### src/rtl/hse_pkg.sv
`default_nettype none

package hse_pkg;

  // element width and store depth
  localparam int DW    = 32;
  localparam int DEPTH = 64;
  localparam int AW    = (DEPTH > 1) ? $clog2(DEPTH) : 1;
  localparam int CW    = AW + 1;

  // one result handed from the sorter to the output register
  typedef struct packed {
    logic [DW-1:0] value;
    logic          last;
    logic          ovf;
  } emit_t;

endpackage

`default_nettype wire

### src/rtl/heap_sort_engine_unit.sv
// channel   signals                          direction
// input     in_valid, in_stall, value, last  value/last in, in_stall out
// output    out_valid, out_stall,            sorted_value/last_out/overflow out,
//           sorted_value, last_out, overflow out_stall in
//
// a non-last element is taken when offered; the block is ready again next cycle.
// after the last element the store is built into a heap, then each root swap is followed
// by a sift-down, one level compared at a time; then the results are read out one by one.
// one store read port and one compare unit serve every step.
// reset clears the element count, the overflow flag and out_valid.
// out_stall holds the output register; emission waits only while it is full and stalled.
`default_nettype none

module heap_sort_engine_unit import hse_pkg::*; (
  input  logic          clk,
  input  logic          rst,
  input  logic          in_valid,
  output logic          in_stall,
  input  logic [DW-1:0] value,
  input  logic          last,
  output logic          out_valid,
  input  logic          out_stall,
  output logic [DW-1:0] sorted_value,
  output logic          last_out,
  output logic          overflow
);

  logic  ready;
  logic  in_take;
  logic  em_valid;
  logic  em_room;
  emit_t em;

  assign in_stall = !ready;
  assign in_take  = in_valid && ready;
  assign em_room  = !out_valid || !out_stall;

  hse_core u_core (
    .clk      (clk),
    .rst      (rst),
    .in_take  (in_take),
    .in_value (value),
    .in_last  (last),
    .ready    (ready),
    .em_room  (em_room),
    .em_valid (em_valid),
    .em       (em)
  );

  // output register
  always_ff @(posedge clk) begin
    if (rst) begin
      out_valid <= 1'b0;
    end else if (em_valid && em_room) begin
      out_valid <= 1'b1;
    end else if (!out_stall) begin
      out_valid <= 1'b0;
    end
  end

  always_ff @(posedge clk) begin
    if (em_valid && em_room) begin
      sorted_value <= em.value;
      last_out     <= em.last;
      overflow     <= em.ovf;
    end
  end

endmodule

`default_nettype wire

### src/rtl/hse_core.sv
`default_nettype none

module hse_core import hse_pkg::*; (
  input  logic          clk,
  input  logic          rst,
  input  logic          in_take,
  input  logic [DW-1:0] in_value,
  input  logic          in_last,
  output logic          ready,
  input  logic          em_room,
  output logic          em_valid,
  output emit_t         em
);

  // sequencer states
  localparam logic [3:0] S_LOAD = 4'd0;
  localparam logic [3:0] S_BLD  = 4'd1;
  localparam logic [3:0] S_SV   = 4'd2;
  localparam logic [3:0] S_SL   = 4'd3;
  localparam logic [3:0] S_SA   = 4'd4;
  localparam logic [3:0] S_SB   = 4'd5;
  localparam logic [3:0] S_CP   = 4'd6;
  localparam logic [3:0] S_DN   = 4'd7;
  localparam logic [3:0] S_W0   = 4'd8;
  localparam logic [3:0] S_W1   = 4'd9;
  localparam logic [3:0] S_W2   = 4'd10;
  localparam logic [3:0] S_ER   = 4'd11;
  localparam logic [3:0] S_EW   = 4'd12;

  logic [3:0]    state;
  logic [CW-1:0] count;
  logic          ovf;
  logic [CW-1:0] n;
  logic [AW-1:0] bi;
  logic [AW-1:0] j;
  logic [AW-1:0] c;
  logic [AW:0]   l;
  logic [AW-1:0] hend;
  logic [AW-1:0] k;
  logic [AW-1:0] ci;
  logic          sorting;
  logic [DW-1:0] v;
  logic [DW-1:0] a;
  logic [DW-1:0] child;

  // store, one write and one read port, registered read data
  logic [DW-1:0] mem [DEPTH];
  logic [DW-1:0] rd;
  logic          we;
  logic [AW-1:0] wa;
  logic [DW-1:0] wd;
  logic          re;
  logic [AW-1:0] ra;

  // shared compare unit
  logic [DW-1:0] cmp_x;
  logic [DW-1:0] cmp_y;
  logic          lt;

  logic [AW:0]   lc;
  logic [CW-1:0] n_new;
  logic          is_last_k;

  assign lc        = {c, 1'b1};
  assign n_new     = (count < CW'(DEPTH)) ? count + CW'(1) : count;
  assign is_last_k = ({1'b0, k} + CW'(1)) == n;

  assign ready    = (state == S_LOAD);
  assign em_valid = (state == S_EW);
  assign em.value = rd;
  assign em.last  = is_last_k;
  assign em.ovf   = ovf;

  // comparator operands: children in S_SB, parent vs child in S_CP
  always_comb begin
    if (state == S_SB) begin
      cmp_x = a;
      cmp_y = rd;
    end else begin
      cmp_x = v;
      cmp_y = child;
    end
  end
  assign lt = $signed(cmp_x) < $signed(cmp_y);

  // memory port control
  always_comb begin
    we = 1'b0;
    wa = c;
    wd = v;
    re = 1'b0;
    ra = k;
    case (state)
      S_LOAD: begin
        we = in_take && (count < CW'(DEPTH));
        wa = count[AW-1:0];
        wd = in_value;
      end
      S_BLD: begin
        re = 1'b1;
        ra = bi - AW'(1);
      end
      S_SL: begin
        re = 1'b1;
        ra = lc[AW-1:0];
      end
      S_SA: begin
        re = 1'b1;
        ra = l[AW-1:0] + AW'(1);
      end
      S_CP: begin
        we = lt;
        wa = c;
        wd = child;
      end
      S_DN: begin
        we = 1'b1;
        wa = c;
        wd = v;
      end
      S_W0: begin
        re = 1'b1;
        ra = j;
      end
      S_W1: begin
        re = 1'b1;
        ra = '0;
      end
      S_W2: begin
        we = 1'b1;
        wa = j;
        wd = rd;
      end
      S_ER: begin
        re = 1'b1;
        ra = k;
      end
      default: begin
        we = 1'b0;
      end
    endcase
  end

  always_ff @(posedge clk) begin
    if (we) begin
      mem[wa] <= wd;
    end
    if (re) begin
      rd <= mem[ra];
    end
  end

  // sequencer: load, heap build, root swaps with sift-down, emit
  always_ff @(posedge clk) begin
    if (rst) begin
      state <= S_LOAD;
      count <= '0;
      ovf   <= 1'b0;
    end else begin
      case (state)
        S_LOAD: begin
          if (in_take) begin
            if (count < CW'(DEPTH)) begin
              count <= count + CW'(1);
            end else begin
              ovf <= 1'b1;
            end
            if (in_last) begin
              n <= n_new;
              k <= '0;
              bi <= n_new[CW-1:1];
              if (n_new >= CW'(2)) begin
                state <= S_BLD;
              end else begin
                state <= S_ER;
              end
            end
          end
        end
        S_BLD: begin
          c       <= bi - AW'(1);
          bi      <= bi - AW'(1);
          hend    <= AW'(n - CW'(1));
          sorting <= 1'b0;
          state   <= S_SV;
        end
        S_SV: begin
          v     <= rd;
          state <= S_SL;
        end
        S_SL: begin
          if (lc > {1'b0, hend}) begin
            state <= S_DN;
          end else begin
            l     <= lc;
            state <= S_SA;
          end
        end
        S_SA: begin
          if (l[AW-1:0] < hend) begin
            a     <= rd;
            state <= S_SB;
          end else begin
            child <= rd;
            ci    <= l[AW-1:0];
            state <= S_CP;
          end
        end
        S_SB: begin
          if (lt) begin
            child <= rd;
            ci    <= l[AW-1:0] + AW'(1);
          end else begin
            child <= a;
            ci    <= l[AW-1:0];
          end
          state <= S_CP;
        end
        S_CP: begin
          if (lt) begin
            c     <= ci;
            state <= S_SL;
          end else begin
            state <= S_DN;
          end
        end
        S_DN: begin
          if (!sorting) begin
            if (bi != '0) begin
              state <= S_BLD;
            end else begin
              j     <= AW'(n - CW'(1));
              state <= S_W0;
            end
          end else if (j == AW'(1)) begin
            k     <= '0;
            state <= S_ER;
          end else begin
            j     <= j - AW'(1);
            state <= S_W0;
          end
        end
        S_W0: begin
          state <= S_W1;
        end
        S_W1: begin
          v     <= rd;
          state <= S_W2;
        end
        S_W2: begin
          c       <= '0;
          hend    <= j - AW'(1);
          sorting <= 1'b1;
          state   <= S_SL;
        end
        S_ER: begin
          state <= S_EW;
        end
        S_EW: begin
          if (em_room) begin
            if (is_last_k) begin
              count <= '0;
              ovf   <= 1'b0;
              state <= S_LOAD;
            end else begin
              k     <= k + AW'(1);
              state <= S_ER;
            end
          end
        end
        default: begin
          state <= S_LOAD;
        end
      endcase
    end
  end

endmodule

`default_nettype wire

### config.mk
export PLATFORM = sky130hd
export DESIGN_NAME = heap_sort_engine_unit
export DESIGN_NICKNAME = d
export VERILOG_FILES = /design/src/rtl/hse_pkg.sv /design/src/rtl/heap_sort_engine_unit.sv /design/src/rtl/hse_core.sv
export SDC_FILE = /design/constraint.sdc
export NUM_CORES = 2
export LEC_CHECK = 0
export ABC_AREA = 1
export BUFFER_PORTS_ARGS = -buffer_cell sky130_fd_sc_hd__buf_2
export CORE_MARGIN = 2
export CORE_UTILIZATION = 40
export DETAILED_ROUTE_END_ITERATION = 12
export PLACE_DENSITY_LB_ADDON = 0.05
export SETUP_SLACK_MARGIN = 0.2
export SYNTH_ARGS = -nofsm -noshare
export SYNTH_HDL_FRONTEND = slang
export SYNTH_SLANG_ARGS = --single-unit
### constraint.sdc
create_clock -name clk -period 4.1 [get_ports clk]
set_input_delay 1.025 -clock clk [delete_from_list [all_inputs] [get_ports clk]]
set_output_delay 1.025 -clock clk [all_outputs]
set_load 0.02 [all_outputs]
# --- Word-level counts from Yosys, hierarchy flattened ---
# Memories as Yosys holds them, arrays and structs flattened. A register that Yosys moved wholly into a read port is not among the register bits.
# Index checks and enable logic that the tools add are counted.
classes:
  n_addsub: 7
  n_bitwise: 2
  eq_ne: 27
  reduce_logical: 32
  mux: 56
  order_cmp: 5
op_table:
  columns: ["op", "n"]
  rows:
  - ["2-to-1 mux 32 bit", 4]
  - ["case mux 32 bit (3 select lines)", 1]
  - ["2-to-1 mux 6 bit", 14]
  - ["case mux 32 bit (2 select lines)", 1]
  - ["case mux 4 bit (12 select lines)", 1]
  - ["case mux 6 bit (2 select lines)", 4]
  - ["case mux 6 bit (3 select lines)", 2]
  - ["less-than comparator 32 bit", 1]
  - ["case mux 6 bit (5 select lines)", 1]
  - ["2-to-1 mux 4 bit", 7]
  - ["2-to-1 mux 7 bit", 4]
  - ["equality test 4 bit (second input constant)", 5]
  - ["subtractor 6 x 1 -> 6 bit (second input constant)", 3]
  - ["equality test 4 x 3 -> 1 bit (second input constant)", 4]
  - ["inequality test 2 x 1 -> 1 bit (second input constant)", 8]
  - ["AND reduction 4 bit", 4]
  - ["AND reduction 3 bit", 5]
  - ["case mux 7 bit (2 select lines)", 1]
  - ["adder 6 x 1 -> 6 bit (second input constant)", 2]
  - ["inequality test 2 bit (second input constant)", 5]
  - ["2-to-1 mux 1 bit", 9]
  - ["equality test 4 x 2 -> 1 bit (second input constant)", 2]
  - ["AND reduction 8 bit", 1]
  - ["nonzero test 2 bit", 4]
  - ["other kinds (24)", 36]
word_totals:
  register_bits: 192
  ram_bits: 2048
  out_inout_bits: 36
  n_memories: 1
memory_table:
  columns: ["name", "words", "width", "rd", "rd_ports_with_merged_regs", "wr", "line_no", "rtl"]
  rows:
  - ["u_core.mem", 64, 32, 1, 1, 1, "hse_core.sv:47", "logic [DW-1:0] mem [DEPTH];"]

# --- Logic depth before layout (Yosys ltp) ---
depth:
  depth_word: 7
  depth_mapped: 24

# --- Cells and area by module ---
# A second synthesis with hierarchy kept.
hier_totals:
  cells_unflattened: 8835
  area_unflattened_um2: 97643.6
by_module_without_submodules:
  columns: ["module", "cells_per_inst", "instances", "seq_area_each_um2", "area_per_inst_um2"]
  rows:
  - ["hse_core", 8793, 1, 67054.3, 96567.6]
  - ["heap_sort_engine_unit", 42, 1, 1041.0, 1076.0]

# --- Worst setup path before layout ---
# OpenSTA, ideal clock, no wires.
synth_path:
  path_kind: "reg2reg"
  from: "register u_core.state[0]"
  to: "memory u_core.mem[0][0], enable pin"
  required_ns: 3.679
  n_path_buf: 2
  setup_slack_ns: -0.332
  setup_time_ns: 0.421
  arrival_time_ns: 4.011
  path_stages_with_launch: 20
  path_cell_list: "dfxtp_1 -> inv_1 -> nor2_2 -> nand2_2 -> clkbuf_1 -> clkbuf_1 -> nand2_1 -> nand2_1 -> ha_1 -> nand2_1 -> inv_1 -> nand3_1 -> nor3_1 -> and3_1 -> nand2_1 -> nand3_1 -> nand3_1 -> nand2_1 -> nand2_1 -> nor2_1"
synth_between:
  elab_chain_cells: 6
  word_cells_on_any_way: 15
synth_lines:
  columns: ["element", "line_no", "rtl"]
  rows:
  - ["start: declaration", "hse_core.sv:30", "logic [3:0] state;"]
  - ["start signal: assignment", "hse_core.sv:156", "state <= S_LOAD;"]
  - ["start signal: assignment", "hse_core.sv:173", "state <= S_BLD;"]
  - ["start signal: assignment", "hse_core.sv:175", "state <= S_ER;"]
  - ["equality test 4 x 3 -> 1 bit or logical NOT 4 bit (tied branches)", "hse_core.sv:76, hse_core.sv:68, hse_core.sv:93", null]
  - ["2-to-1 mux 32 bit or logical AND 1 bit (tied branches)", "hse_core.sv:76, heap_sort_engine_unit.sv:35", null]
  - ["less-than comparator 32 bit or logical AND 1 bit (tied branches)", "hse_core.sv:84, hse_core.sv:95", null]
  - ["case mux 1 bit (3 select lines)", "hse_core.sv:93", "case (state)"]
  - ["2-to-1 mux 1 bit", "hse_core.sv:145", "if (we) begin"]
  - ["2-to-1 mux 1 bit (not written as such)", "hse_core.sv:146", "mem[wa] <= wd;"]
  - ["end: declaration", "hse_core.sv:47", null]
# Several ways; a longest one is shown, not always the timed one.

# --- Worst setup path after layout ---
layout_path:
  from: "register u_core.state[1]"
  to: "register u_core.rd[30], read port of u_core.mem, data pin"
layout_between:
  elab_chain_cells: 3
  word_cells_on_any_way: 9
layout_lines:
  columns: ["element", "line_no", "rtl"]
  rows:
  - ["equality test 4 x 1 -> 1 bit, or another cell as far along", "hse_core.sv:93", null]
  - ["OR reduction 6 bit (no line)", null, null]
  - ["2-to-1 mux 1 bit", "hse_core.sv:93", null]
  - ["end: declaration", "hse_core.sv:48", "logic [DW-1:0] rd;"]
# Several ways; a longest one is shown, not always the timed one.
# A chain may end at the register's enable or synchronous reset.

==> results_dict.tcl <==
set metrics [dict create \
    status "completed" \
    critPathMaxStageDelay_ps 440 \
    die_h_um 495.6 \
    fmax_ghz 0.2632 \
    fillers 21910 \
    final_max_slew_viol_count 0 \
    synth_area_leaders "edfxtp_1, nand2_1, nand3_1" \
    antenna_found_initial 18 \
    clkSlewWorstSetupHoldPaths_ps 60 \
    slew_headroom_pct 33.09 \
    grt_overflow_total 0 \
    dr_total_vias 65340 \
    synth_top_area_share_pct 70.17 \
    cp-startpoint "u_core.state[1]" \
    hold_viol 0 \
    final.setup_skew_ps 46.73 \
    num_io_pins 73 \
    finalCritPeriodShare_pct 92.67 \
    grt_max_degree 113 \
    cts_made_buffers 276 \
    synth_edf_count 2259 \
    seq_area_um2 68100 \
    regToRegEndpoint "u_core.rd[30]" \
    critical_path_peak_fanout 49 \
    max_cap_viol_count 0 \
    ys_seq_area_share_pct 70.44 \
    grt_pass1_wl_mm 456.9 \
    syn-num-nets 8568 \
    grt_setup_unrepaired "no" \
    final_antenna_net_count 0 \
    post-route-min-period_ps 3800 \
    drt-initial-drc-count 7256 \
    postCtsHoldBufs 0 \
    worstReg2RegStart "u_core.state[1]" \
    ys_ff_latch 2272 \
    grtUsageTotal_pct 25.97 \
    path_cells "nand2_1, inv_1, nand2_1, o22ai_1, nor2_1, nand2_8, inv_8, buf_12, buf_4, nand3_1, nand3_1, nand3_1, nand3_1, nand3_1, nand2_1" \
    slowest_stage "inv_8" \
    cp-endpoint "u_core.rd[30]" \
    yosys_warnings 0 \
    ys_types 41 \
    drive_above_1_share_pct 11.99 \
    critPathKind "reg -> reg" \
    rows 180 \
    hp-class "in -> reg" \
    multi_input_area_um2 23130 \
    dr.pass1.iters 6 \
    clock-sinks 2272 \
    insertion_delay_ps 910 \
    place.gp.congestion 0.9084 \
    dpl.cell_count 11750 \
    cp.required_ps 4850 \
    cp-end-kind "flip-flop" \
    clock_path_buffers 4 \
    finalSetupViolCount 0 \
    synth_common_cells "edfxtp_1, nand2_1, nand3_1" \
    dpl.hpwl_mm 206.7 \
    die_w_um 495.6 \
    portBuffers 72 \
    worst_ep_arrival_time_ps 4550 \
    yosysTopAreaCell "edfxtp_1" \
    instances_no_fill 12240 \
    start_util_pct 40.19 \
    root_buffer "clkbuf_16" \
    syn_avg_cell_area_um2 11.40 \
    core_um2 240500 \
    reg2reg_depth 15 \
    synth.most_common_cell "edfxtp_1" \
    h-tree-depth 5 \
    wl_per_cell_um 26.42 \
    cts_tree "yes" \
    syn2layout_area_growth_pct 18.61 \
    synth-async-reset-ratio_pct 0 \
    syn_area_um2 96670 \
    nets 8949 \
    cpMostUsedCell "nand3_1" \
    die_area_um2 245600 \
    start_kind "flip-flop" \
    worstMarginPinSlew_ps 996.0 \
    first_global_vias 61940 \
    wl_mm 323.2 \
    synthFlopType "edfxtp_1" \
    syn_inst 8483 \
    regToRegSetupSlack_ps 300 \
    viasPerCell 5.340 \
    route.detailed.drc 0 \
]
-- stage by stage --
| step | utilization [%] | setup TNS, ps | worst slack [ps] | hold slack, ps | instance area, um2 |
|---|---|---|---|---|---|
| 3_5_place_dp | 44.05 | -4808 | -69.33 | 458.9 | 106000 |
| 6_report | 47.67 | 0 | 300.5 | 449.9 | 114700 |
| 2_1_floorplan | - | 0 | 91.34 | 401.9 | 96830 |
| 3_3_place_gp | 44.05 | -71620 | -190.2 | 445.7 | 106000 |
| 5_1_grt | 47.66 | 0 | 172.5 | 417.7 | 114600 |
| 4_1_cts | 47.52 | 0 | 200.3 | 386.1 | 114300 |
-- registers in the layout, summed over array words and instances, names as in the netlist, 4 cells and up --
register	flops
u_core.l	5
u_core.k	6
u_core.v	32
u_core.child	32
u_core.a	32
u_core.ci	6
u_core.hend	6
sorted_value	32
u_core.state	4
u_core.n	7
u_core.c	6
u_core.count	7
u_core.bi	6
u_core.mem	2048
u_core.rd	32
u_core.j	6
-- cells by family (layout without fill, tap and decap cells) --
kind of cell / Yosys count / after routing / share of synthesized area, %
AO/OA/AOI/OAI: 925 / 925 / 6.130
XOR/XNOR: 22 / 22 / 0.1993
adder cells (fa/ha/maj): 48 / 48 / 0.6212
buffers and inverters: 1596 / 2155 / 6.668
flip-flops: 2272 / 2272 / 70.44
other: 0 / 8 / 0
AND/OR/NAND/NOR: 3620 / 3620 / 15.94
-- placed cells by master (no fill, tap or decap), types with 14 or more instances in the layout --
| master | n |
|---|---|
| nand2_2 | 17 |
| buf_4 | 299 |
| bufinv_16 | 14 |
| buf_2 | 72 |
| clkinv_2 | 35 |
| xor2_1 | 16 |
| a21oi_1 | 108 |
| buf_12 | 211 |
| clkinv_1 | 56 |
| nand2_1 | 2178 |
| o21ai_0 | 283 |
| clkbuf_1 | 61 |
| ha_1 | 47 |
| o22ai_1 | 26 |
| nand3_1 | 1174 |
| inv_1 | 1095 |
| nand4_1 | 14 |
| nor2_4 | 70 |
| clkbuf_16 | 287 |
| nand3b_1 | 65 |
| nor2_1 | 72 |
| edfxtp_1 | 2259 |
| o2111ai_4 | 15 |
| o211ai_1 | 451 |
-- timing repair --
action                                  in CTS  in global routing
pin swaps                                    6                 10
hold endpoints to repair                     0                  0
endpoints found under the setup margin    2034               2061
setup buffers                                7                 11
resized for setup                           12                 23
cloned                                       1                  6
-- layout make-up --
cell class,count,share of cell area (%)
inverter,1107,3.659
multi-input combinational,4615,20.18
antenna,8,0.01746
clock inverter,111,0.7562
timing repair buffer,592,6.147
sequential,2272,59.39
clock buffer,345,6.378
tap,3185,3.475
-- worst min path at each step --
stage / from / endpoint / slack (ps) / cells past startpoint
floorplan: u_core.ovf / overflow / 400 / 0
global placement: u_core.ovf / overflow / 450 / 0
detailed placement: u_core.ovf / overflow / 460 / 0
CTS: out_stall / out_valid / 390 / 3
global route: out_stall / out_valid / 420 / 3
finish: out_stall / out_valid / 450 / 3
-- worst max-delay path: cells and delay by family (launching register included) --
kind,cells,cell delay [ps]
buffers and inverters,4,980
AND/OR/NAND/NOR,10,2040
flip-flops,1,350
AO/OA/AOI/OAI,1,130
-- metal layers --
metal	share of wire [%]	GRT usage (%)	wire [um]
met2	45	39.73	144500
met4	3.3	8.089	10710
met1	45	38.10	145500
met5	0	0	0
met3	7.0	3.998	22590
Power is left out: the tool's default activity adds up to more than one toggle a clock period on the data nets, which glitch-free logic cannot reach.
